**src/rtl/ptlr_pkg.sv**
```systemverilog
package ptlr_pkg;

    localparam int COORD_FRAC     = 16;
    localparam int QUEUE_DEPTH_DEF = 4;
    localparam int CFG_INDEX_W    = 3;
    localparam int GAIN_W         = 17;

    typedef logic signed [31:0] word_t;
    typedef logic signed [32:0] diff_t;
    typedef logic [30:0]        mag_t;

    typedef enum logic [CFG_INDEX_W-1:0] {
        REG_ROT_W   = 3'd0,
        REG_ROT_X   = 3'd1,
        REG_ROT_Y   = 3'd2,
        REG_ROT_Z   = 3'd3,
        REG_SHIFT_X = 3'd4,
        REG_SHIFT_Y = 3'd5,
        REG_SHIFT_Z = 3'd6
    } cfg_reg_t;

    // one point after pose transform and line direction normalization
    typedef struct packed {
        word_t [2:0]       lp;
        diff_t [2:0]       d;
        mag_t  [2:0]       mag;
        logic  [2:0]       neg;
        logic [GAIN_W-1:0] gain;
        logic              want_jac;
        logic              degen;
    } item_t;

    typedef struct packed {
        word_t       residual;
        word_t [2:0] jac_rot;
        word_t [2:0] jac_move;
    } row_t;

    function automatic word_t sat32(input logic signed [63:0] v);
        if (v > 64'sd2147483647) begin
            return 32'sh7fffffff;
        end else if (v < -64'sd2147483648) begin
            return 32'sh80000000;
        end else begin
            return v[31:0];
        end
    endfunction

endpackage

```
**src/rtl/ptlr_queue.sv**
```systemverilog
module ptlr_queue #(
    parameter int DEPTH = ptlr_pkg::QUEUE_DEPTH_DEF
) (
    input  logic            clk,
    input  logic            rst_n,
    input  logic            push_valid,
    output logic            push_ready,
    input  ptlr_pkg::item_t push_item,
    output logic            pop_valid,
    input  logic            pop_ready,
    output ptlr_pkg::item_t pop_item
);

    localparam int PTR_W = $clog2(DEPTH);
    localparam int CNT_W = $clog2(DEPTH + 1);

    ptlr_pkg::item_t   slot_reg [DEPTH];
    logic [PTR_W-1:0]  wr_ptr_reg, rd_ptr_reg;
    logic [CNT_W-1:0]  cnt_reg;
    logic              push, pop;

    assign push_ready = (cnt_reg != CNT_W'(DEPTH));
    assign pop_valid  = (cnt_reg != '0);
    assign push       = push_valid && push_ready;
    assign pop        = pop_valid && pop_ready;
    assign pop_item   = slot_reg[rd_ptr_reg];

    always_ff @(posedge clk or negedge rst_n)
    begin
        if (!rst_n)
        begin
            wr_ptr_reg <= '0;
            rd_ptr_reg <= '0;
            cnt_reg    <= '0;
        end
        else
        begin
            if (push)
            begin
                wr_ptr_reg <= (wr_ptr_reg == PTR_W'(DEPTH - 1)) ? '0 : wr_ptr_reg + 1'b1;
            end
            if (pop)
            begin
                rd_ptr_reg <= (rd_ptr_reg == PTR_W'(DEPTH - 1)) ? '0 : rd_ptr_reg + 1'b1;
            end
            if (push && !pop)
            begin
                cnt_reg <= cnt_reg + 1'b1;
            end
            else if (pop && !push)
            begin
                cnt_reg <= cnt_reg - 1'b1;
            end
        end
    end

    always_ff @(posedge clk)
    begin
        if (push)
        begin
            slot_reg[wr_ptr_reg] <= push_item;
        end
    end

endmodule

```
**config.mk**
```make
export PLATFORM = sky130hd
export DESIGN_NAME = ptlr_queue
export DESIGN_NICKNAME = d
export VERILOG_FILES = /design/src/rtl/ptlr_pkg.sv /design/src/rtl/ptlr_queue.sv
export SDC_FILE = /design/constraint.sdc
export NUM_CORES = 1
export LEC_CHECK = 0
export BUFFER_PORTS_ARGS = -buffer_cell sky130_fd_sc_hd__clkbuf_2
export CAP_MARGIN = 20
export CORE_ASPECT_RATIO = 2
export CORE_MARGIN = 1
export CORE_UTILIZATION = 45
export CTS_CLUSTER_DIAMETER = 150
export DETAILED_ROUTE_END_ITERATION = 12
export SYNTH_ARGS = -nofsm -noshare
export SYNTH_HDL_FRONTEND = slang
export SYNTH_SLANG_ARGS = --single-unit
```
**constraint.sdc**
```tcl
create_clock -name clk -period 6.45 [get_ports clk]
set_input_delay 1.29 -clock clk [delete_from_list [all_inputs] [get_ports clk]]
set_output_delay 1.29 -clock clk [all_outputs]
set_load 0.02 [all_outputs]
```
# Word-level counts from Yosys, hierarchy flattened
# Memories as Yosys holds them, arrays and structs flattened.
# Cells that the tools add are included.
# word_totals
ff_bits	7
ram_bits	1240
mem_count	1
# memory_table
name	words	word_bits	read_ports	rd_clocked_by_memory_dff	write_ports	line	text
slot_reg	4	310	1	0	1	ptlr_queue.sv:17	ptlr_pkg::item_t slot_reg [DEPTH];
# classes
add_sub_neg	4
eq_ne	3
muxes	6
reduce_logical	8
# ops
operator	count
3-bit two-way mux	2
2-bit by 1-bit adder with 2-bit output, second input constant	2
2-bit == test, second input constant	2
1-bit logical AND	4
2-bit two-way mux	2
3-bit by 1-bit adder with 3-bit output, second input constant	1
3-bit inequality test, second input constant	1
3-bit nonzero test	1
3-bit by 1-bit subtractor with 3-bit output, second input constant	1
1-bit zero test	2
1-bit two-way mux	2
2-bit nonzero test	1

# Longest topological paths before layout
# Gate-level depths: netlist of the first run.
# logic_depth
depth_word	6
mapped_depth	8
mapped_depth_nobuf	8

# Least setup slack after synthesis of the first run
# No wires, ideal clock.
# synth_timing
path_type	input-to-reg
start	input port push_valid
end	memory slot_reg[3][0] (netlist name), enable pin
setup_time_ns	0.537
arrival_ns	4.954
t_required_ns	5.913
path_slack_ns	0.959
cell_stages	1
n_path_buf	0
path_cell_list	and3_2
# synth_via
elab_chain_len	3
# synth_lines
element	line	text
from (decl)	ptlr_queue.sv:6	input logic push_valid,
1-bit logical AND	ptlr_queue.sv:24	assign push = push_valid && push_ready;
1-bit two-way mux	ptlr_queue.sv:59	if (push)
1-bit two-way mux (implied by the code)	ptlr_queue.sv:61	slot_reg[wr_ptr_reg] <= push_item;
to (decl)	ptlr_queue.sv:17	
# No other way between the ends.

==> results by group, run 1 <==
Status
  • Outcome: complete, no violations

Clock network
  • Post-cts sizing count: 0
  • Clock tree from TritonCTS: yes
  • Number of CTS-inserted buffers: ~110
  • Number of hold buffers added after CTS: 0
  • Clock latency on the worst-skew pair: 0.71 ns
  • H-tree level count: 3
  • CTS Root Cell: clkbuf_16
  • Maximum clock insertion buffer count: 3
  • Number of setup buffers added after CTS: 0
  • Number of sinks driven by the clock tree: 1247
  • Clock transition at the registers of the reported paths: 0.07 ns

STA
  • Final Slew Violations: 0
  • Final setup TNS: 0 ns
  • Hold Violations, Final: 0
  • Highest Clock Rate: 0.222 GHz
  • Setup Skew: about 0.022 ns
  • Slew headroom: a little under a quarter
  • Setup repair after global routing missed its margin: no
  • Fin crit share: 69.8%
  • Final critical path time including I/O delays and setup: between 4 and 5 ns
  • Count of endpoints failing setup in the final report: 0
  • Slew at the pin closest to its max-slew limit: 1.15 ns

Worst setup path
  • Endpoint kind of the worst setup timing path: output pin
  • Worst Setup Start Kind: flop
  • Reg2Reg Launch Point: cnt_reg[2]
  • Arr. time, crit path: between 3 and 4 ns
  • Kind of cell with the highest combined delay on the critical path: buffers and inverters
  • Terminus of the critical flop-to-flop path: slot_reg[2][47]
  • Data required time of the critical path: roughly 5.2 ns
  • Critical path depth in cells: 4
  • Critical path peak fanout: 35
  • Master of the slowest instance on the critical path: mux4_2
  • Longest individual stage delay on the worst path: 0.60 ns
  • R2R Setup Slk: 3.85 ns
  • Cells traversed along the worst timing path: buf_4 -> buf_4 -> mux4_2 -> clkbuf_2
  • Reg2reg path depth: 3
  • Worst Setup EP: pop_item[299]
  • Most repeated library cell on the critical path: buf_4
  • Buffer and inverter count on the worst path: 3
  • Crit Path Class: reg -> out
  • Crit path launch: rd_ptr_reg[0]

Yosys
  • Avg Cell Area, Syn: 27.3 sq um
  • Syn_nets: just under 2000
  • Cell area after synthesis: roughly 45000 sq um
  • Fraction of the yosys area taken by sequential cells: 82.7%
  • Gate Count Post-Synth: between 1500 and 2000
  • Synth unique cells: 21
  • Number of synthesized register bits: approximately 1200
  • Total number of yosys warnings: 0

Final layout
  • Top library cells by usage in the layout, fill and taps aside: 1240 x edfxtp_1, 625 x clkbuf_2, 310 x mux4_2
  • Area added between synthesis and finish: 17.9%
  • Largest register FFs: between 1000 and 1500
  • Share of final-layout standard cells stronger than drive strength 1: about 46%
  • Number of nets in the layout: roughly 2700
  • Most frequent standard cell in the layout excluding fill and tap cells: edfxtp_1
  • Post-layout utilization of the core: between 50% and 60%

Global routing
  • Via count of the first global-routing pass: roughly 22000
  • Maximum number of pins on one net before global-route repair: around 150
  • Global-route wire length before repair: 139 mm
  • GRT Resource Usage Total: approximately a fifth
  • Grt total ovfl: 0
  • Antenna violations before repair: 39

Placement
  • Routability-driven placement congestion ratio: ~0.73
  • Number of input and output port buffers inserted: 625
  • Post-DP HPWL: 58.0 mm

Power
  • Net switching power: approximately 0.0084 W
  • Share of total power in sequential cells: a little over two fifths
  • Power density over cell area: roughly 480 nW/um^2
  • Combinational share of power: 32.2%
  • Net Sw Frac: ~32%
  • Max VDD drop: around 0.33 mV
  • Leakage power summed over all cells: about 18 nW
  • Internal power contribution: ~0.017 W
  • Clk network pwr share: between 20% and 30%

Floorplan
  • Area enclosed by the die boundary: a little over 100000 sq um
  • Starting density of the core: between 40% and 50%
  • Area inside the core boundary: approximately 100000 sq um
  • I/O pin total: approximately 630
  • Height of the die: roughly 450 microns
  • Row count: around 160
  • Die X-Extent: between 200 and 250 microns

Flow run
  • Max-capacitance violation count: 0

Detailed routing
  • Iteration count of the initial detailed-routing pass: 5
  • Total via count in the routed design: approximately 20000
  • Starting DRT DRC Count: 989
  • Post-detailed-route DRC marker count: 0
  • Post-detailed-route wirelength per cell: approximately 25 microns
  • Average vias per placed instance: 5.33
  • Final WL: 94.8 mm
  • Remaining number of nets flagged by the antenna check after routing: 0

Worst hold path
  • Tightest Hold Check Type: in -> async
## worst register-to-register path, stage by stage (launching register included)
cell and delay, ns:
dfrtp_1 0.40, or3b_4 0.28, and3_4 0.77, buf_4 0.73
## how the worst min path moves through the flow
stage | slack [ns] | startpoint | cells past startpoint | end
after global placement | 0.47 | cnt_reg[2] | 1 | cnt_reg[2]
after CTS | 0.40 | rst_n | 1 | wr_ptr_reg[1]
final | 0.45 | rst_n | 1 | wr_ptr_reg[1]
after global routing | 0.43 | rst_n | 1 | wr_ptr_reg[1]
after detailed placement | 0.47 | cnt_reg[2] | 1 | cnt_reg[2]
after floorplan | 0.45 | cnt_reg[2] | 1 | cnt_reg[2]
## power by group through the flow
stage / clock network, W / logic [W] / registers (W)
floorplan: 0 / 0.00580 / 0.0113
global placement: 0 / 0.00848 / 0.0112
detailed placement: 0 / 0.00851 / 0.0113
CTS: 0.00656 / 0.00854 / 0.0111
global route: 0.00681 / 0.00890 / 0.0112
finish: 0.00638 / 0.00831 / 0.0111
## through the flow
step | power, W | cell area [sq um] | worst slack (ns) | hold slack (ns) | std cells
finish | 0.0258 | 53300 | 1.95 | 0.452 | 3764
detailed placement | 0.0198 | 49900 | 2.53 | 0.471 | 3564
CTS | 0.0262 | 53300 | 1.76 | 0.399 | 3756
global route | 0.0269 | 53300 | 1.69 | 0.432 | 3758
global placement | 0.0196 | 49900 | 2.60 | 0.466 | 3564
floorplan | 0.0171 | 45200 | 0.959 | 0.447 | 1656
## metal layers
layer | vias to the layer above | routed length [microns] | global-route usage [%] | share of wire [%]
met5 | - | 383 | 0 | 0.40
met4 | 58 | 1880 | 5.83 | 2.0
met3 | 158 | 12000 | 9.58 | 13
met2 | 708 | 44900 | 29.3 | 47
met1 | 10500 | 35600 | 22.6 | 38
li1 | 8616 | - | - | -
## final cells by class
class	instances	area, sq um
Tap cell	1328	1660
Antenna cell	8	20.0
Fill cell	7760	46400
Timing Repair Buffer	650	3520
Clock inverter	67	676
Multi-Input combinational cell	336	7250
Clock buffer	125	2770
Sequential cell	1247	37400
Inverter	3	11.3
## synth_stat cells, drive strengths merged
library cell | count | area, sq um
edfxtp | 1240 | 37200
mux4 | 310 | 6980
buf | 66 | 543
dfrtp | 7 | 175
ha | 6 | 75.1
mux2 | 5 | 63.8
and3 | 4 | 30.0
clkbuf | 4 | 15.0
inv | 3 | 11.3
nor2 | 3 | 11.3
xor2 | 2 | 17.5
and2 | 1 | 8.76
fa | 1 | 20.0
nand2 | 1 | 3.75
or3 | 1 | 7.51
or3b | 1 | 11.3
xnor2 | 1 | 8.76
## logic make-up (layout without fill, tap and decap cells)
family | count (synthesis) | in the layout | share of synthesized area (%)
multiplexers | 315 | 315 | 15.6
adder cells (fa/ha/maj) | 7 | 7 | 0.210
flip-flops | 1247 | 1247 | 82.7
buffers and inverters | 73 | 845 | 1.26
other | 0 | 8 | 0
AND/OR/NAND/NOR | 11 | 11 | 0.160
XOR/XNOR | 3 | 3 | 0.0581
Power figures use the tool's default switching activity.
==> run 2, diff against run 1 <==
--- a/config.mk
+++ b/config.mk
@@ -5,6 +5,7 @@
 export SDC_FILE = /design/constraint.sdc
 export NUM_CORES = 1
 export LEC_CHECK = 0
+export ABC_AREA = 1
 export BUFFER_PORTS_ARGS = -buffer_cell sky130_fd_sc_hd__clkbuf_2
 export CAP_MARGIN = 20
 export CORE_ASPECT_RATIO = 2
==> constraint.sdc (replaced) <==
create_clock -name clk -period 4.25 [get_ports clk]
set_input_delay 0.85 -clock clk [delete_from_list [all_inputs] [get_ports clk]]
set_output_delay 0.85 -clock clk [all_outputs]
set_load 0.02 [all_outputs]
==> run 2 against run 1 <==
Compared with the run above: sequential power up 51%; cell count grew 56%; critical path depth rose by 1; design area is 11% higher; clock power up 50%; sequential share of layout area decreased by 7.1 points; via count increased by 45%; first-iteration DRC count up 39%; die area up 13%; critical path type unchanged; critical endpoint is now pop_item[210]; highest routed layer unchanged.
==> results by group, run 2 <==
Final layout
  • Top library cells by usage in the layout, fill and taps aside: 1240 x edfxtp_1, 944 x nand2_1, 633 x inv_1
  • Final standard cell area without fillers: 59300 sq um (+11%)
  • Largest register FFs: 1240 (unchanged)
  • Number of nets in the layout: 4599 (+73%)
  • Share of final-layout standard cells stronger than drive strength 1: 26.8% (-20 points)
  • Number of filler cells placed in the layout: 9469 (+22%)
  • Post-layout utilization of the core: 52.8% (-0.70 points)
  • Area added between synthesis and finish: 16.3%
  • Most frequent standard cell in the layout excluding fill and tap cells: edfxtp_1

Yosys
  • Leading cell types by total area after synthesis: edfxtp_1 73%, o211ai_2 7.6%, nand2_1 7.0%
  • Total number of yosys warnings: 0 (unchanged)
  • Gate Count Post-Synth: 3676 (+120%)
  • Most used DFF post-synth: edfxtp_1
  • Async set-or-reset flop fraction in the synthesized netlist: 0.561% (unchanged)
  • Synth unique cells: 19 (-9.5%)
  • Cell area after synthesis: 51000 sq um (+13%)
  • Syn_nets: 3997 (+100%)
  • Most repeated cell in the gate-level netlist after synthesis: edfxtp_1
  • Post-synth EDFFs: 1240 (unchanged)
  • Number of synthesized register bits: 1247 (unchanged)
  • Fraction of synthesized cell area taken by the top area cell type: 73.0% (-9.3 points)
  • Synth area leader: edfxtp_1
  • Avg Cell Area, Syn: 13.9 sq um (-49%)
  • Fraction of the yosys area taken by sequential cells: 73.4% (-9.4 points)
  • Leading cell types by count after synthesis: 1240 x edfxtp_1, 945 x nand2_1, 633 x inv_1, 311 x o211ai_1, 309 x o211ai_2

STA
  • Slew headroom: 29.2% (+5.9 points)
  • Count of endpoints failing setup in the final report: 0 (unchanged)
  • Slew at the pin closest to its max-slew limit: 1.06 ns (-0.0891 ns)
  • Hold Worst Slack: 0.363 ns (-0.0886 ns)
  • Setup repair after global routing missed its margin: no
  • Fin crit share: between 80% and 90%
  • Setup Skew: 0.0204 ns (-0.00118 ns)
  • Final critical path time including I/O delays and setup: 3.57 ns
  • Final Slew Violations: 0 (unchanged)
  • Hold Violations, Final: 0 (unchanged)
  • Highest Clock Rate: about 0.28 GHz

Floorplan
  • Area inside the core boundary: 112000 sq um (+13%)
  • I/O pin total: 626 (unchanged)
  • Row count: 174 (+6.1%)
  • Height of the die: 478 microns (+6.2%)
  • Starting density of the core: 45.4% (about the same)
  • Die X-Extent: 240 microns (+6.1%)
  • Area enclosed by the die boundary: 115000 sq um (+13%)

Clock network
  • Maximum clock insertion buffer count: 3 (unchanged)
  • Number of sinks driven by the clock tree: 1247 (unchanged)
  • Clock latency on the worst-skew pair: 0.70 ns (about the same)
  • Number of CTS-inserted buffers: 108 (+2.9%)
  • Clock tree from TritonCTS: yes
  • Post-cts sizing count: 0 (unchanged)
  • CTS Root Cell: clkbuf_16
  • Clock transition at the registers of the reported paths: 0.07 ns (about the same)
  • H-tree level count: 3 (unchanged)

Worst setup path
  • Arr. time, crit path: 2.72 ns (-0.49 ns)
  • Data required time of the critical path: 3.40 ns (-1.76 ns)
  • Crit Path Class: reg -> out
  • Critical path peak fanout: 37 (+5.7%)
  • Worst Setup Start Kind: flop
  • Endpoint kind of the worst setup timing path: output pin

Detailed routing
  • Average vias per placed instance: 4.96 (-7.0%)
  • Post-detailed-route wirelength per cell: 19.4 microns (-23%)
  • Iteration count of the initial detailed-routing pass: 5 (unchanged)
  • Total via count in the routed design: 29100 (+45%)
  • Remaining number of nets flagged by the antenna check after routing: 0 (unchanged)
  • Post-detailed-route DRC marker count: 0 (unchanged)
  • Final WL: 114 mm (+20%)
  • Starting DRT DRC Count: 1375 (+39%)

Global routing
  • Antenna violations before repair: 39 (unchanged)
  • Via count of the first global-routing pass: 28600 (+31%)
  • GRT Resource Usage Total: 19.7% (+0.91 points)
  • Grt total ovfl: 0 (unchanged)
  • Maximum number of pins on one net before global-route repair: 174 (+17%)
  • Global-route wire length before repair: 171 mm (+23%)

Power
  • Max VDD drop: 0.725 mV (+120%)
  • Leakage power summed over all cells: 23.6 nW (+31%)
  • Power density over cell area: 729 nW/um^2 (+51%)
  • Sum of internal, switching and leakage power: 0.0432 W (+68%)

Placement
  • Post-placement cell area: 55800 sq um (+12%)
  • Routability-driven placement congestion ratio: 0.763 (+5.0%)
  • Number of input and output port buffers inserted: 625 (unchanged)
  • Post-DP HPWL: 70.9 mm (+22%)

Status
  • Outcome: complete, no violations

Flow run
  • Max-capacitance violation count: 0 (unchanged)

Worst hold path
  • Tightest Hold Check Type: in -> reg
-- run 2: critical path: stages, from the launching register on --
cell,delay [ns]
dfrtp_4,0.84
buf_12,0.27
buf_4,0.37
o211ai_1,0.16
nand2_1,0.18
clkbuf_2,0.19
-- run 2: final cells by class --
| class | instances | area [sq um] | area share, % |
|---|---|---|---|
| flip-flops and latches | 1247 | 37400 | 63.1 |
| multi-input cells | 1588 | 9970 | 16.8 |
| repair buffers | 699 | 4200 | 7.08 |
| clock buffers | 134 | 2840 | 4.80 |
| inverters | 634 | 2390 | 4.03 |
| well taps | 1496 | 1870 | 3.16 |
| clock inverters | 66 | 568 | 0.958 |
| diodes | 9 | 22.5 | 0.0380 |
-- run 2: worst paths after layout --
path | slack, ns | cells after the start | startpoint | to
worst max-delay path | 0.68 | 5 | rd_ptr_reg[0] | pop_item[210]
worst min-delay path | 0.36 | 1 | push_item[245] | slot_reg[0][245]
worst max register to register | 2.01 | 5 | cnt_reg[0] | slot_reg[0][106]
worst min register to register | 0.53 | 2 | cnt_reg[2] | cnt_reg[2]
max in group asynchronous | 3.45 | 2 | rst_n | rd_ptr_reg[1]
min in group asynchronous | 0.59 | 2 | rst_n | cnt_reg[0]
-- run 2: where the power goes --
group | total, W | switching [W] | internal (W)
logic | 0.0169 | 0.0119 | 0.00500
registers | 0.0168 | 0.000653 | 0.0161
clock network | 0.00956 | 0.00431 | 0.00525
-- run 2: per-layer routing --
layer  vias to the layer above  track usage (%)  share of wire (%)
li1                      14100                -                  -
met1                     14100             23.3                 39
met5                         -                0               0.37
met2                       745             32.8                 48
met4                        62             5.00                1.7
met3                       169             8.18                 11
-- run 2: logic make-up after synthesis --
family                     count (synthesis)  synth area share (%)
DFF                                     1247                  73.4
and+or+nand+nor                          959                  7.08
buffers and inverters                    841                  7.17
AOI/OAI and AO/OA                        621                  12.2
adders and majority gates                  7                 0.186
xor gates and xnor gates                   1                0.0172
-- run 2: timing repair --
| item | in CTS | in global routing |
|---|---|---|
| endpoints found under the hold margin | 7 | 0 |
| hold buffers | 1 | 0 |
| setup buffers | 0 | 0 |
-- run 2: per-stage QoR --
| step | cells | setup TNS (ns) | worst slack, ns |
|---|---|---|---|
| 2_1_floorplan | 3676 | -2117.21 | -1.72 |
| 3_3_place_gp | 5663 | 0 | 1.33 |
| 3_5_place_dp | 5663 | 0 | 1.32 |
| 4_1_cts | 5864 | 0 | 0.541 |
| 5_1_grt | 5868 | 0 | 0.460 |
| 6_report | 5873 | 0 | 0.676 |
